`config.mk`:
```
export PLATFORM = sky130hd
export DESIGN_NAME = tcgw_back
export DESIGN_NICKNAME = d
export VERILOG_FILES = /design/src/sv/tcgw_pkg.sv /design/src/sv/tcgw_back.sv
export SDC_FILE = /design/constraint.sdc
export NUM_CORES = 1
export LEC_CHECK = 0
export BUFFER_PORTS_ARGS = -buffer_cell sky130_fd_sc_hd__buf_2
export CAP_MARGIN = 20
export CORE_UTILIZATION = 40
export CTS_CLUSTER_SIZE = 40
export DETAILED_ROUTE_END_ITERATION = 8
export PLACE_DENSITY_LB_ADDON = 0.12
export RECOVER_POWER = 100
export SETUP_SLACK_MARGIN = 0.02
export SYNTH_ARGS = -nofsm -noshare
export SYNTH_HDL_FRONTEND = slang
export SYNTH_SLANG_ARGS = --single-unit
```
`constraint.sdc`:
```
create_clock -name clk_i -period 4.62 [get_ports clk_i]
set_input_delay 0.924 -clock clk_i [delete_from_list [all_inputs] [get_ports clk_i]]
set_output_delay 0.924 -clock clk_i [all_outputs]
set_load 0.02 [all_outputs]
```
`src/sv/tcgw_pkg.sv`:
```
`timescale 1ns / 1ps
// ----------------------------------------------------------------------------
// tcgw_pkg: shared definitions of the text console glyph writer
// Font geometry, character codes, configuration indexes and the command word
// that travels from the front end to the back end.
// ----------------------------------------------------------------------------
package tcgw_pkg;

  // Font geometry
  localparam int GLYPH_ROWS    = 16;
  localparam int GLYPH_COLUMNS = 8;
  localparam int GLYPH_COUNT   = 256;
  localparam int ROW_W         = $clog2(GLYPH_ROWS);
  localparam int FONT_DEPTH    = GLYPH_COUNT * GLYPH_ROWS;
  localparam int FONT_AW       = $clog2(FONT_DEPTH);

  // Field and state widths
  localparam int CODE_W    = 8;
  localparam int GROW_W    = 4;
  localparam int BITS_W    = 8;
  localparam int COL_W     = 12;
  localparam int ROWPOS_W  = 13;
  localparam int DIM_W     = 13;
  localparam int COLOR_W   = 32;
  localparam int OFF_W     = 24;
  localparam int CFG_IDX_W = 3;
  localparam int CFG_DAT_W = 32;

  localparam int MAX_WIDTH  = 4096;
  localparam int TAB_SPACES = 4;
  localparam int TAB_W      = $clog2(TAB_SPACES);

  localparam int QUEUE_DEPTH = 4;
  localparam int QP_W        = $clog2(QUEUE_DEPTH);

  // Request types
  localparam logic REQ_PRINT = 1'b0;
  localparam logic REQ_LOAD  = 1'b1;

  // Character codes with a meaning of their own
  localparam logic [CODE_W-1:0] CHAR_TAB   = 8'h09;
  localparam logic [CODE_W-1:0] CHAR_LF    = 8'h0A;
  localparam logic [CODE_W-1:0] CHAR_CR    = 8'h0D;
  localparam logic [CODE_W-1:0] CHAR_SPACE = 8'h20;

  // Configuration register indexes
  localparam logic [CFG_IDX_W-1:0] CFG_SCREEN_WIDTH  = 3'd0;
  localparam logic [CFG_IDX_W-1:0] CFG_SCREEN_HEIGHT = 3'd1;
  localparam logic [CFG_IDX_W-1:0] CFG_LINE_PITCH    = 3'd2;
  localparam logic [CFG_IDX_W-1:0] CFG_TEXT_COLOR    = 3'd3;
  localparam logic [CFG_IDX_W-1:0] CFG_BG_COLOR      = 3'd4;

  typedef struct packed {
    logic [DIM_W-1:0]   screen_width;
    logic [DIM_W-1:0]   screen_height;
    logic [DIM_W-1:0]   line_pitch;
    logic [COLOR_W-1:0] text_color;
    logic [COLOR_W-1:0] bg_color;
  } cfg_t;

  typedef enum logic [1:0] {
    CMD_LOAD,
    CMD_GLYPH,
    CMD_EMPTY
  } cmd_kind_e;

  typedef struct packed {
    cmd_kind_e           kind;
    logic [CODE_W-1:0]   code;
    logic [GROW_W-1:0]   grow;
    logic [BITS_W-1:0]   bits;
    logic [ROWPOS_W-1:0] cur_row;
    logic [COL_W-1:0]    cur_col;
    logic                clear;
    logic                last;
  } cmd_t;

endpackage

```
`src/sv/tcgw_back.sv`:
```
`timescale 1ns / 1ps
// ----------------------------------------------------------------------------
// tcgw_back: glyph row sequencer
// Executes queued commands: writes font rows, steps through the sixteen rows
// of a glyph reading the font store, and drives the output register.
// ----------------------------------------------------------------------------
module tcgw_back import tcgw_pkg::*; (
  input  logic               clk_i,
  input  logic               rst_ni,
  input  cfg_t               cfg_i,
  input  cmd_t               cmd_i,
  input  logic               cmd_valid_i,
  output logic               cmd_pop_o,
  output logic               ram_we_o,
  output logic [FONT_AW-1:0] ram_waddr_o,
  output logic [BITS_W-1:0]  ram_wdata_o,
  output logic               ram_re_o,
  output logic [FONT_AW-1:0] ram_raddr_o,
  input  logic [BITS_W-1:0]  ram_rdata_i,
  output logic               out_valid_o,
  input  logic               out_ready_i,
  output logic [OFF_W-1:0]   row_offset_o,
  output logic [BITS_W-1:0]  row_mask_o,
  output logic [COLOR_W-1:0] pen_color_o,
  output logic               clear_after_o,
  output logic [COLOR_W-1:0] fill_color_o,
  output logic               last_o
);

  localparam logic B_IDLE = 1'b0;
  localparam logic B_ROWS = 1'b1;

  logic                state_q, state_d;
  logic [ROW_W-1:0]    r_q, r_d;
  logic [OFF_W-1:0]    off_q, off_d;
  logic [CODE_W-1:0]   code_q, code_d;
  logic                clear_q, clear_d, last_q, last_d, blank_q, blank_d;
  logic [2*DIM_W-1:0]  prod;

  // Slot that lines up with the font store's registered read data.
  logic                a_valid_q, a_load, a_move, a_free;
  logic [OFF_W-1:0]    a_off_q, a_off_n;
  logic                a_glyph_q, a_glyph_n, a_blank_q, a_blank_n;
  logic                a_clear_q, a_clear_n, a_last_q, a_last_n;
  logic                final_row;

  logic                out_valid_q;
  logic [OFF_W-1:0]    row_offset_q;
  logic [BITS_W-1:0]   row_mask_q;
  logic [COLOR_W-1:0]  pen_color_q, fill_color_q;
  logic                clear_after_q, last_out_q;

  assign prod      = cmd_i.cur_row * cfg_i.line_pitch;
  assign a_move    = a_valid_q && (!out_valid_q || out_ready_i);
  assign a_free    = !a_valid_q || a_move;
  assign final_row = (r_q == ROW_W'(GLYPH_ROWS - 1));

  always_comb begin
    state_d     = state_q;
    r_d         = r_q;
    off_d       = off_q;
    code_d      = code_q;
    clear_d     = clear_q;
    last_d      = last_q;
    blank_d     = blank_q;
    cmd_pop_o   = 1'b0;
    ram_we_o    = 1'b0;
    ram_waddr_o = FONT_AW'(cmd_i.code) * FONT_AW'(GLYPH_ROWS) + FONT_AW'(cmd_i.grow);
    ram_wdata_o = cmd_i.bits;
    ram_re_o    = 1'b0;
    ram_raddr_o = FONT_AW'(code_q) * FONT_AW'(GLYPH_ROWS) + FONT_AW'(r_q);
    a_load      = 1'b0;
    a_off_n     = off_q;
    a_glyph_n   = 1'b1;
    a_blank_n   = blank_q;
    a_clear_n   = clear_q && final_row;
    a_last_n    = last_q && final_row;

    unique case (state_q)
      B_IDLE: begin
        if (cmd_valid_i) begin
          unique case (cmd_i.kind)
            CMD_LOAD: begin
              cmd_pop_o = 1'b1;
              ram_we_o  = 1'b1;
            end
            CMD_EMPTY: begin
              if (a_free) begin
                cmd_pop_o = 1'b1;
                a_load    = 1'b1;
                a_off_n   = '0;
                a_glyph_n = 1'b0;
                a_blank_n = 1'b1;
                a_clear_n = cmd_i.clear;
                a_last_n  = cmd_i.last;
              end
            end
            CMD_GLYPH: begin
              cmd_pop_o = 1'b1;
              state_d   = B_ROWS;
              r_d       = '0;
              off_d     = prod[OFF_W-1:0] + OFF_W'(cmd_i.cur_col);
              code_d    = cmd_i.code;
              clear_d   = cmd_i.clear;
              last_d    = cmd_i.last;
              blank_d   = !(32'(cmd_i.code) < GLYPH_COUNT);
            end
            default: begin
              cmd_pop_o = 1'b1;
            end
          endcase
        end
      end
      B_ROWS: begin
        if (a_free) begin
          ram_re_o = 1'b1;
          a_load   = 1'b1;
          off_d    = off_q + OFF_W'(cfg_i.line_pitch);
          r_d      = r_q + ROW_W'(1);
          if (final_row) begin
            state_d = B_IDLE;
          end
        end
      end
      default: state_d = B_IDLE;
    endcase
  end

  always_ff @(posedge clk_i or negedge rst_ni) begin
    if (!rst_ni) begin
      state_q     <= B_IDLE;
      a_valid_q   <= 1'b0;
      out_valid_q <= 1'b0;
    end else begin
      state_q <= state_d;
      if (a_load) begin
        a_valid_q <= 1'b1;
      end else if (a_move) begin
        a_valid_q <= 1'b0;
      end
      if (a_move) begin
        out_valid_q <= 1'b1;
      end else if (out_ready_i) begin
        out_valid_q <= 1'b0;
      end
    end
  end

  always_ff @(posedge clk_i) begin
    r_q     <= r_d;
    off_q   <= off_d;
    code_q  <= code_d;
    clear_q <= clear_d;
    last_q  <= last_d;
    blank_q <= blank_d;
    if (a_load) begin
      a_off_q   <= a_off_n;
      a_glyph_q <= a_glyph_n;
      a_blank_q <= a_blank_n;
      a_clear_q <= a_clear_n;
      a_last_q  <= a_last_n;
    end
    if (a_move) begin
      row_offset_q  <= a_off_q;
      row_mask_q    <= a_blank_q ? '0 : ram_rdata_i;
      pen_color_q   <= a_glyph_q ? cfg_i.text_color : '0;
      clear_after_q <= a_clear_q;
      fill_color_q  <= a_clear_q ? cfg_i.bg_color : '0;
      last_out_q    <= a_last_q;
    end
  end

  assign out_valid_o   = out_valid_q;
  assign row_offset_o  = row_offset_q;
  assign row_mask_o    = row_mask_q;
  assign pen_color_o   = pen_color_q;
  assign clear_after_o = clear_after_q;
  assign fill_color_o  = fill_color_q;
  assign last_o        = last_out_q;

endmodule

```
==> results.cfg, run 1 <==
[run_status]
outcome = complete, but fails checks
violations = capacitance limit, slew limit, setup timing

[synthesis]
syn-num-nets = 1551
yosysWarnings = 0
ys.flop_type = edfxtp_1
synth_edf_count = 164
syn_area_per_cell_um2 = 11.1
async_flop_share = 0.0180
ys_seq_area_frac = 0.386
syn_inst = 1164
yosys-top-cells-area = edfxtp_1, fa_1, ha_1, and2_1, inv_1
synth_cell_types = 60
syn-cell-area_um2 = 12900
ys_ff_latch = 167
yosysTopAreaCell = edfxtp_1
synth.top_cell.area_share = 0.381

[clocking]
cts_sinks = 167
ctsHtreeMaxLevel = 4
cts.path.max_buffers = 2
clockRootBuffer = clkbuf_16
insertion_delay_ns = 0.42
tritoncts = done
path_clk_slew_ns = 0.07
numCtsBuffers = 17

[timing]
setup_slack_ns = -1.08
drv_slew = 132
finalCriticalPeriod_ns = 5.70
finalHoldViolCount = 0
final.setup.tns_ns = -16.12
tightest_slew_ns = 3.20
rsz0062_at_grt = true
fmax_mhz = 176
finalCritPeriodShare = 1.23
finalSetupViolCount = 19
slew_headroom = -1.13
clock_skew_ns = 0.0133

[die]
rows = 65
die_x_um = 182
fp.dieH_um = 182
core_region_area_um2 = 31700
io_pins = 298
fp.dieArea_um2 = 33100
start_util = 0.408

[final_layout]
layout_common_cells = edfxtp_1, inv_1, clkbuf_1
layout_commonest_cell = edfxtp_1
regArea_um2 = 5000
layout.cells.non_filler = 1917
syn2layout_area_growth_pct = 25.5
final_nets = 1890
post-route-util = 0.512
fillers = 2941
drive_gt1_frac = 0.233
antenna_cells = 0
multi_input_area_um2 = 7400

[worst_setup_path]
worstSetupStartpointType = input pin
cp_max_fo = 5
crit_slowest_cell = fa_1
worst-path-buf-inv = 7
rrSetupSlack_ns = 0.75
crit_path_max_incr_delay_ns = 0.53
cp.required_ns = 4.78
reg2reg_from = out_valid_o$_DFFE_PN0P_
r2r_end = pen_color_o[2]$_SDFFCE_PN0P_
r2r_cells = 3
crit_family = adder cells
worstPathCellList = buf_8 > and2_4 > fa_1 > inv_1 > fa_1 > inv_1 > fa_1 > inv_1 > fa_1 > inv_1 > fa_1 > inv_1 > fa_1 > inv_2 > ha_4 > a21oi_2 > o21ai_2 > or2_4 > o21ai_4 > a21oi_2 > a2111oi_2 > o22ai_1
critPathMostFrequentCell = fa_1
path_depth = 22
crit_path_end_kind = flip-flop
worstSetupPathType = input pin to flip-flop
crit_arrival_ns = 5.86

[place]
dp_hpwl_um = 24500
io_buffers = 247
globalplace.congestion = 0.815
dp.cells = 1878

[routing]
drc_errors = 0
vias = 9182
vias_per_cell = 4.79
drtIter0Drc = 260
avgRoutedWirePerCell_um = 15.9
dr.pass1.iters = 4
wirelength_um = 30500
postRouteAntennaNets = 0

[power_and_ir_drop]
swShare = 0.423
p_seq_frac = 0.206
leakagePower_uw = 0.00718
powerDensity_nw_per_um2 = 890
clkPwrFrac = 0.096
p_sw_uw = 6120
p_int_uw = 8340
p_total_uw = 14500
p_comb_frac = 0.698
ir_worst_vdd_uv = 648

[global_routing]
grt_max_degree = 73
grt_pass1_vias = 9629
grt_pass1_wl_um = 49200
antenna_found_initial = 1
grt-ovfl-total = 0
grtUsageTotal = 0.189

[min_path]
hp-class = input pin to async pin

[flow_run]
cap_violations = 3
-- flip-flops by register name (all words and copies together) (netlist names), 4 cells and up --
register,cells
a_off_q,24
fill_color_o,32
off_q,24
row_mask_o,8
pen_color_o,32
r_q,4
code_q,8
row_offset_o,24
-- power by group through the flow --
stage | clock (uW) | combinational, uW | sequential (uW)
6_report | 1380 | 10100 | 2980
5_1_grt | 1470 | 11200 | 3070
4_1_cts | 1420 | 9870 | 2950
3_5_place_dp | 0 | 9000 | 2980
3_3_place_gp | 0 | 8940 | 2970
2_1_floorplan | 0 | 5420 | 3380
-- synthesized netlist by cell type (7+ instances only) --
cell type / instances
nand2b_1: 7
a21o_1: 9
inv_1: 156
xnor2_1: 25
nand2_1: 117
a21oi_1: 30
ha_1: 94
clkbuf_1: 42
o21ai_0: 24
edfxtp_1: 164
xor2_1: 16
nand3_1: 12
nor2b_1: 11
nor3_1: 10
buf_4: 20
and2_1: 179
fa_1: 129
nor2_1: 31
-- worst register-to-register path, cell delays in order (launching register included) --
cell and delay (ns):
dfrtp_1 0.38, nand2b_1 0.13, and2_1 2.32, clkbuf_2 0.71
-- layer usage --
| layer | routed length (um) | global-route usage | part of all wire | vias up |
|---|---|---|---|---|
| met5 | 13 | 0 | 0.00043 | - |
| met4 | 445 | 0.0497 | 0.015 | 2 |
| met3 | 1300 | 0.0335 | 0.043 | 37 |
| met2 | 15100 | 0.333 | 0.50 | 224 |
| met1 | 13600 | 0.238 | 0.45 | 4456 |
| li1 | - | - | - | 4463 |
-- stage by stage --
stage | area [um2] | hold WS [ns] | setup WS, ns
5_1_grt | 16200 | 0.310 | -1.26
3_5_place_dp | 15500 | 0.405 | -1.66
6_report | 16200 | 0.307 | -1.08
3_3_place_gp | 15500 | 0.402 | -1.62
2_1_floorplan | 13100 | 0.400 | -1.50
4_1_cts | 16300 | 0.267 | -1.08
-- logic make-up (layout without fill, tap and decap cells) --
logic type / Yosys count / after routing / synth area share
AOI/OAI and AO/OA: 109 / 109 / 0.0561
buffers and inverters: 220 / 571 / 0.0696
muxes: 9 / 9 / 0.00725
and+or+nand+nor: 395 / 395 / 0.162
adders and majority gates: 223 / 223 / 0.290
xor gates and xnor gates: 41 / 41 / 0.0278
DFF: 167 / 167 / 0.386
-- layout make-up --
class	count	area share
clock buffers	20	0.0275
clock inverters	11	0.00763
inverters	157	0.0363
multi-input cells	777	0.456
flip-flops and latches	167	0.308
well taps	402	0.0310
repair buffers	383	0.134
-- worst max path at each step --
stage / from / end / slack (ns)
finish: cfg_i[65] / off_q[18]$_DFFE_PP_ / -1.08
CTS: cfg_i[65] / off_q[22]$_DFFE_PP_ / -1.08
global placement: cmd_i[21] / off_q[15]$_DFFE_PP_ / -1.62
detailed placement: cmd_i[21] / off_q[15]$_DFFE_PP_ / -1.66
global route: cfg_i[65] / off_q[19]$_DFFE_PP_ / -1.26
floorplan: cmd_i[21] / off_q[15]$_DFFE_PP_ / -1.50
-- timing repair --
item,CTS,global route
hold buffers,0,0
setup buffers,5,4
endpoints found under the setup margin,19,19
gates resized for setup,51,23
pin swaps,32,25
No activity file was read; power rests on OpenSTA's default activity.
==> inputs of run 2 (changes only) <==
--- a/config.mk
+++ b/config.mk
@@ -5,11 +5,11 @@
 export SDC_FILE = /design/constraint.sdc
 export NUM_CORES = 1
 export LEC_CHECK = 0
-export BUFFER_PORTS_ARGS = -buffer_cell sky130_fd_sc_hd__buf_2
 export CAP_MARGIN = 20
 export CORE_UTILIZATION = 40
 export CTS_CLUSTER_SIZE = 40
 export DETAILED_ROUTE_END_ITERATION = 8
+export DONT_BUFFER_PORTS = 1
 export PLACE_DENSITY_LB_ADDON = 0.12
 export RECOVER_POWER = 100
 export SETUP_SLACK_MARGIN = 0.02
==> run 2 against run 1 <==
  * The run still ends with capacitance limit, slew limit, setup timing left
  * Clock power about the same
  * Register-to-register slack got worse by 0.21 ns
  * Non-clock buffer count down 310
  * Combinational power down 12%
  * Utilization shrank 5.1 points
  * Wire length is 7.8% lower
  * Clock-buffer cell count shrank 2
  * Via count shrank 13%
  * First-iteration DRC count increased by 4.2%
  * Critical endpoint is now off_q[15]$_DFFE_PP_
==> results.cfg, run 2 (synthesis gave the netlist of run 1 again) <==
[routing]
wirelength_um = 28100
avgRoutedWirePerCell_um = 17.5
vias = 8034
drc_errors = 0
dr.pass1.iters = 4
vias_per_cell = 5.00
drtIter0Drc = 271
postRouteAntennaNets = 0

[global_routing]
antenna_found_initial = 0
grt_util_met3 = 0.0381
grt_max_degree = 50
grt.busiest_layer = met2
grt-ovfl-total = 0
use_met2 = 0.304
grt_pass1_wl_um = 45600
met1_usage = 0.226
grtUsageTotal = 0.176
grt_pass1_vias = 8487

[die]
die_x_um = 182
core_region_area_um2 = 31700
fp.dieArea_um2 = 33100
fp.dieH_um = 182
rows = 65
io_pins = 298
start_util = 0.408

[worst_setup_path]
r2r_end = pen_color_o[14]$_SDFFCE_PN0P_
worstSetupStartpointType = input pin
cp_max_fo = 13
crit_path_end_kind = flip-flop
rrSetupSlack_ns = 0.54
cp.required_ns = 4.79
r2r_cells = 3
worstSetupPathType = input pin to flip-flop
reg2reg_from = out_valid_o$_DFFE_PN0P_
crit_arrival_ns = 5.79

[final_layout]
post-route-util = 0.461
drive_gt1_frac = 0.138
antenna_cells = 0
regArea_um2 = 5000
fillers = 2964
final_nets = 1580
syn2layout_area_growth_pct = 13.0
multi_input_area_um2 = 7370
final_area_um2 = 14600
layout_commonest_cell = edfxtp_1
layout_common_cells = edfxtp_1, inv_1, fa_1

[run_status]
violations = capacitance limit, slew limit, setup timing
outcome = complete, but fails checks

[timing]
drv_slew = 109
final.setup.tns_ns = -13.01
tightest_slew_ns = 2.96
finalCritPeriodShare = 1.22
rsz0062_at_grt = true
finalHoldViolCount = 0
finalSetupViolCount = 17
whs_ns = 0.188
slew_headroom = -0.972
setup_slack_ns = -1.00
finalCriticalPeriod_ns = 5.62
fmax_mhz = 178
clock_skew_ns = 0.00713

[clocking]
tritoncts = done
cts_sinks = 167
numCtsBuffers = 17
clockRootBuffer = clkbuf_16
path_clk_slew_ns = 0.07
insertion_delay_ns = 0.43
ctsHtreeMaxLevel = 4
cts.path.max_buffers = 2

[flow_run]
cap_violations = 3

[place]
dp_hpwl_um = 22100
io_buffers = 0
globalplace.congestion = 0.779
place_area_um2 = 13800

[min_path]
hp-class = input pin to async pin

[power_and_ir_drop]
p_total_uw = 13800
powerDensity_nw_per_um2 = 942
leakagePower_uw = 0.00622
ir_worst_vdd_uv = 561
[run 2: cell types whose count changed in the layout (fill, tap and decap cells not counted), moves of 3 or more]
cell      previous run  this run
and2_4               8         4
buf_6               19         9
a21oi_2              7         4
buf_4              117        58
buf_2              114         0
clkbuf_1           132         5
and2_1             119       122
[run 2: how the worst max path moves through the flow]
stage,start,endpoint,slack [ns],cells after the start
after floorplan,cmd_i[21],off_q[15]$_DFFE_PP_,-1.50,21
after global placement,cmd_i[21],off_q[15]$_DFFE_PP_,-1.49,20
after detailed placement,cmd_i[21],off_q[15]$_DFFE_PP_,-1.56,20
after CTS,cmd_i[21],off_q[15]$_DFFE_PP_,-0.99,20
after global routing,cmd_i[21],off_q[15]$_DFFE_PP_,-1.15,20
final,cmd_i[21],off_q[15]$_DFFE_PP_,-1.00,20
[run 2: layer usage]
layer / vias to the layer above / wire, um
li1: 3837 / -
met1: 3974 / 12700
met2: 201 / 13800
met3: 22 / 1320
met4: 0 / 282
met5: - / 0
[run 2: final cells by class]
| class | count | area share |
|---|---|---|
| clock buffers | 18 | 0.0294 |
| clock inverters | 14 | 0.0115 |
| inverters | 157 | 0.0403 |
| multi-input cells | 777 | 0.504 |
| flip-flops and latches | 167 | 0.342 |
| well taps | 402 | 0.0344 |
| repair buffers | 73 | 0.0384 |
[run 2: through the flow]
stage / cells / setup slack (ns)
floorplan: 1164 / -1.50
global placement: 1569 / -1.49
detailed placement: 1569 / -1.56
CTS: 1603 / -0.989
global route: 1608 / -1.15
finish: 1608 / -1.00
[run 2: power breakdown]
group          switching, uW  internal (uW)  total, uW  leakage, uW
combinational           4490           4360       8840      0.00430
clock                    604            810       1410     0.000282
sequential               785           2730       3520      0.00163
total                   5870           7900      13800      0.00622
[run 2: timing repair]
item | in CTS | in global routing
hold buffers | 0 | 0
setup buffers | 2 | 6
gates resized for setup | 20 | 29
hold endpoints to repair | 0 | 0
setup endpoints to repair | 18 | 18
pin swaps | 12 | 22
[run 2: critical path, stage by stage]
cell and delay (ns):
and2_4 0.14, fa_1 0.54, inv_1 0.05, fa_1 0.49
inv_2 0.04, fa_1 0.47, inv_1 0.05, fa_1 0.47
inv_1 0.05, fa_1 0.47, inv_1 0.05, fa_1 0.49
inv_2 0.04, ha_4 0.16, or4_4 0.55, o221ai_4 0.19
a21oi_2 0.10, o41ai_2 0.26, xor2_1 0.18, mux2i_1 0.08
==> inputs of run 3 (changes only) <==
--- a/config.mk
+++ b/config.mk
@@ -6,6 +6,8 @@
 export NUM_CORES = 1
 export LEC_CHECK = 0
 export CAP_MARGIN = 20
+export CORE_ASPECT_RATIO = 0.8
+export CORE_MARGIN = 2
 export CORE_UTILIZATION = 40
 export CTS_CLUSTER_SIZE = 40
 export DETAILED_ROUTE_END_ITERATION = 8
==> run 3 against run 2 <==
  * Sequential share of layout area up 0.11 points
  * Critical path type unchanged
  * Utilization barely moved
  * Via count grew 2.1%
  * Setup slack worse by 0.063 ns
  * Critical path depth did not move
  * Clock power down 8%
  * Largest cell class unchanged
  * Clock skew rose by 0.0019 ns
  * Register-to-register slack improved by 0.32 ns
  * Critical endpoint unchanged
  * Clock-buffer cell count did not move
  * The flow still finishes with violations (capacitance limit, slew limit, setup timing)
  * Total power decreased by 1.6%
  * Global-route usage rose by 0.64 points
  * Worst hold slack gained 0.0081 ns
  * Highest routed layer unchanged
==> results.cfg, run 3 (synthesis gave the netlist of run 1 again) <==
[power_and_ir_drop]
leakagePower_uw = 0.00619
ir_worst_vdd_uv = 690
clkPwrFrac = 0.096
powerDensity_nw_per_um2 = 930
p_seq_frac = 0.262
p_int_uw = 7670
p_comb_frac = 0.642
swShare = 0.434
p_sw_uw = 5890

[worst_setup_path]
crit_path_max_incr_delay_ns = 0.55
crit_path_end_kind = flip-flop
r2r_cells = 3
worst-path-buf-inv = 6
crit_arrival_ns = 5.84
worstSetupStartpointType = input pin
worstSetupPathType = input pin to flip-flop
cp.required_ns = 4.77
crit_slowest_cell = or4_4
worstPathCellList = and2_4 > fa_1 > inv_1 > fa_1 > inv_1 > fa_1 > inv_1 > fa_1 > inv_1 > fa_1 > inv_2 > fa_1 > inv_2 > ha_4 > or4_4 > o221ai_4 > a21oi_2 > o41ai_2 > xor2_1 > mux2i_1
path_depth = 20
critPathMostFrequentCell = fa_1
crit_family = adder cells
cp_max_fo = 13

[die]
rows = 58
fp.dieArea_um2 = 33800
core_region_area_um2 = 31600
io_pins = 298
start_util = 0.409
fp.dieH_um = 165
die_x_um = 205

[timing]
final.setup.tns_ns = -14.51
tightest_slew_ns = 2.72
fmax_mhz = 176
rsz0062_at_grt = true
slew_headroom = -0.811
finalHoldViolCount = 0
setup_slack_ns = -1.07
drv_slew = 89
finalSetupViolCount = 17
finalCriticalPeriod_ns = 5.69
finalCritPeriodShare = 1.23
clock_skew_ns = 0.00905

[flow_run]
cap_violations = 2

[final_layout]
post-route-util = 0.461
fillers = 3023
drive_gt1_frac = 0.131
antenna_cells = 0
layout_common_cells = edfxtp_1, inv_1, and2_1
final_nets = 1579
syn2layout_area_growth_pct = 12.7
layout_commonest_cell = edfxtp_1

[routing]
vias = 8199
postRouteAntennaNets = 0
drc_errors = 0
vias_per_cell = 5.05
drtIter0Drc = 377
wirelength_um = 30100
dr.pass1.iters = 6
avgRoutedWirePerCell_um = 18.6

[global_routing]
grt_max_degree = 60
antenna_found_initial = 0
grtUsageTotal = 0.183
grt_pass1_wl_um = 47600
grt_pass1_vias = 8716
grt-ovfl-total = 0

[place]
io_buffers = 0
place_ws_ns = -1.55
dp_hpwl_um = 23700
globalplace.congestion = 0.822

[clocking]
cts.path.max_buffers = 2
ctsHtreeMaxLevel = 4
numCtsBuffers = 17
tritoncts = done
path_clk_slew_ns = 0.06
cts_sinks = 167
clockRootBuffer = clkbuf_16
cts_hold_buffers = 0
insertion_delay_ns = 0.42

[run_status]
outcome = complete, but fails checks
violations = capacitance limit, slew limit, setup timing

[min_path]
hp-class = input pin to async pin
## run 3: cell count changes in the layout (fill, tap and decap cells not counted), moves of 3 or more
cell      delta
clkinv_1     +3
and2_0       -7
buf_6        +4
and2_1       +7
buf_4        -6
## run 3: per-layer routing
layer / global-route usage / up-vias / wire (um)
met2: 0.311 / 151 / 14900
li1: - / 3850 / -
met5: 0 / - / 0
met3: 0.0387 / 14 / 1410
met4: 0.0255 / 0 / 141
met1: 0.246 / 4184 / 13700
## run 3: repair_timing
| item | CTS | global route |
|---|---|---|
| hold endpoints to repair | 0 | 0 |
| setup endpoints to repair | 18 | 19 |
| pin swaps | 10 | 16 |
| buffers inserted | 7 | 3 |
| resized for setup | 23 | 28 |
## run 3: power groups by stage
stage | sequential [uW] | clock, uW | combinational, uW
5_1_grt | 3630 | 1390 | 9890
3_3_place_gp | 3570 | 0 | 7880
3_5_place_dp | 3570 | 0 | 7930
6_report | 3550 | 1300 | 8700
4_1_cts | 3550 | 1330 | 8500
2_1_floorplan | 3380 | 0 | 5420
## run 3: final cells by class
class	count	area, um2	share of cell area
clock inverters	14	103	0.00704
repair buffers	72	566	0.0388
multi-input cells	777	7360	0.505
well taps	420	526	0.0361
inverters	157	589	0.0404
clock buffers	18	429	0.0294
flip-flops and latches	167	5000	0.343
## run 3: final timing paths
path	startpoint	end	slack, ns
setup / recovery	cmd_i[21]	off_q[15]$_DFFE_PP_	-1.07
hold / removal	rst_ni	state_q$_DFF_PN0_	0.20
setup reg to reg	out_valid_o$_DFFE_PN0P_	pen_color_o[20]$_SDFFCE_PN0P_	0.86
hold reg to reg	a_off_q[17]$_DFFE_PP_	row_offset_o[17]$_DFFE_PP_	0.42
max in group asynchronous	rst_ni	out_valid_o$_DFFE_PN0P_	4.35
min in group clk_i	a_off_q[17]$_DFFE_PP_	row_offset_o[17]$_DFFE_PP_	0.42
## run 3: through the flow
stage               instances  power, uW  area [um2]  hold slack [ns]
floorplan                1164       8800       13100            0.400
CTS                      1623      13400       14500            0.174
finish                   1625      13600       14600            0.196
detailed placement       1587      11500       13800            0.405
global route             1625      14900       14600            0.167
global placement         1587      11500       13800            0.401
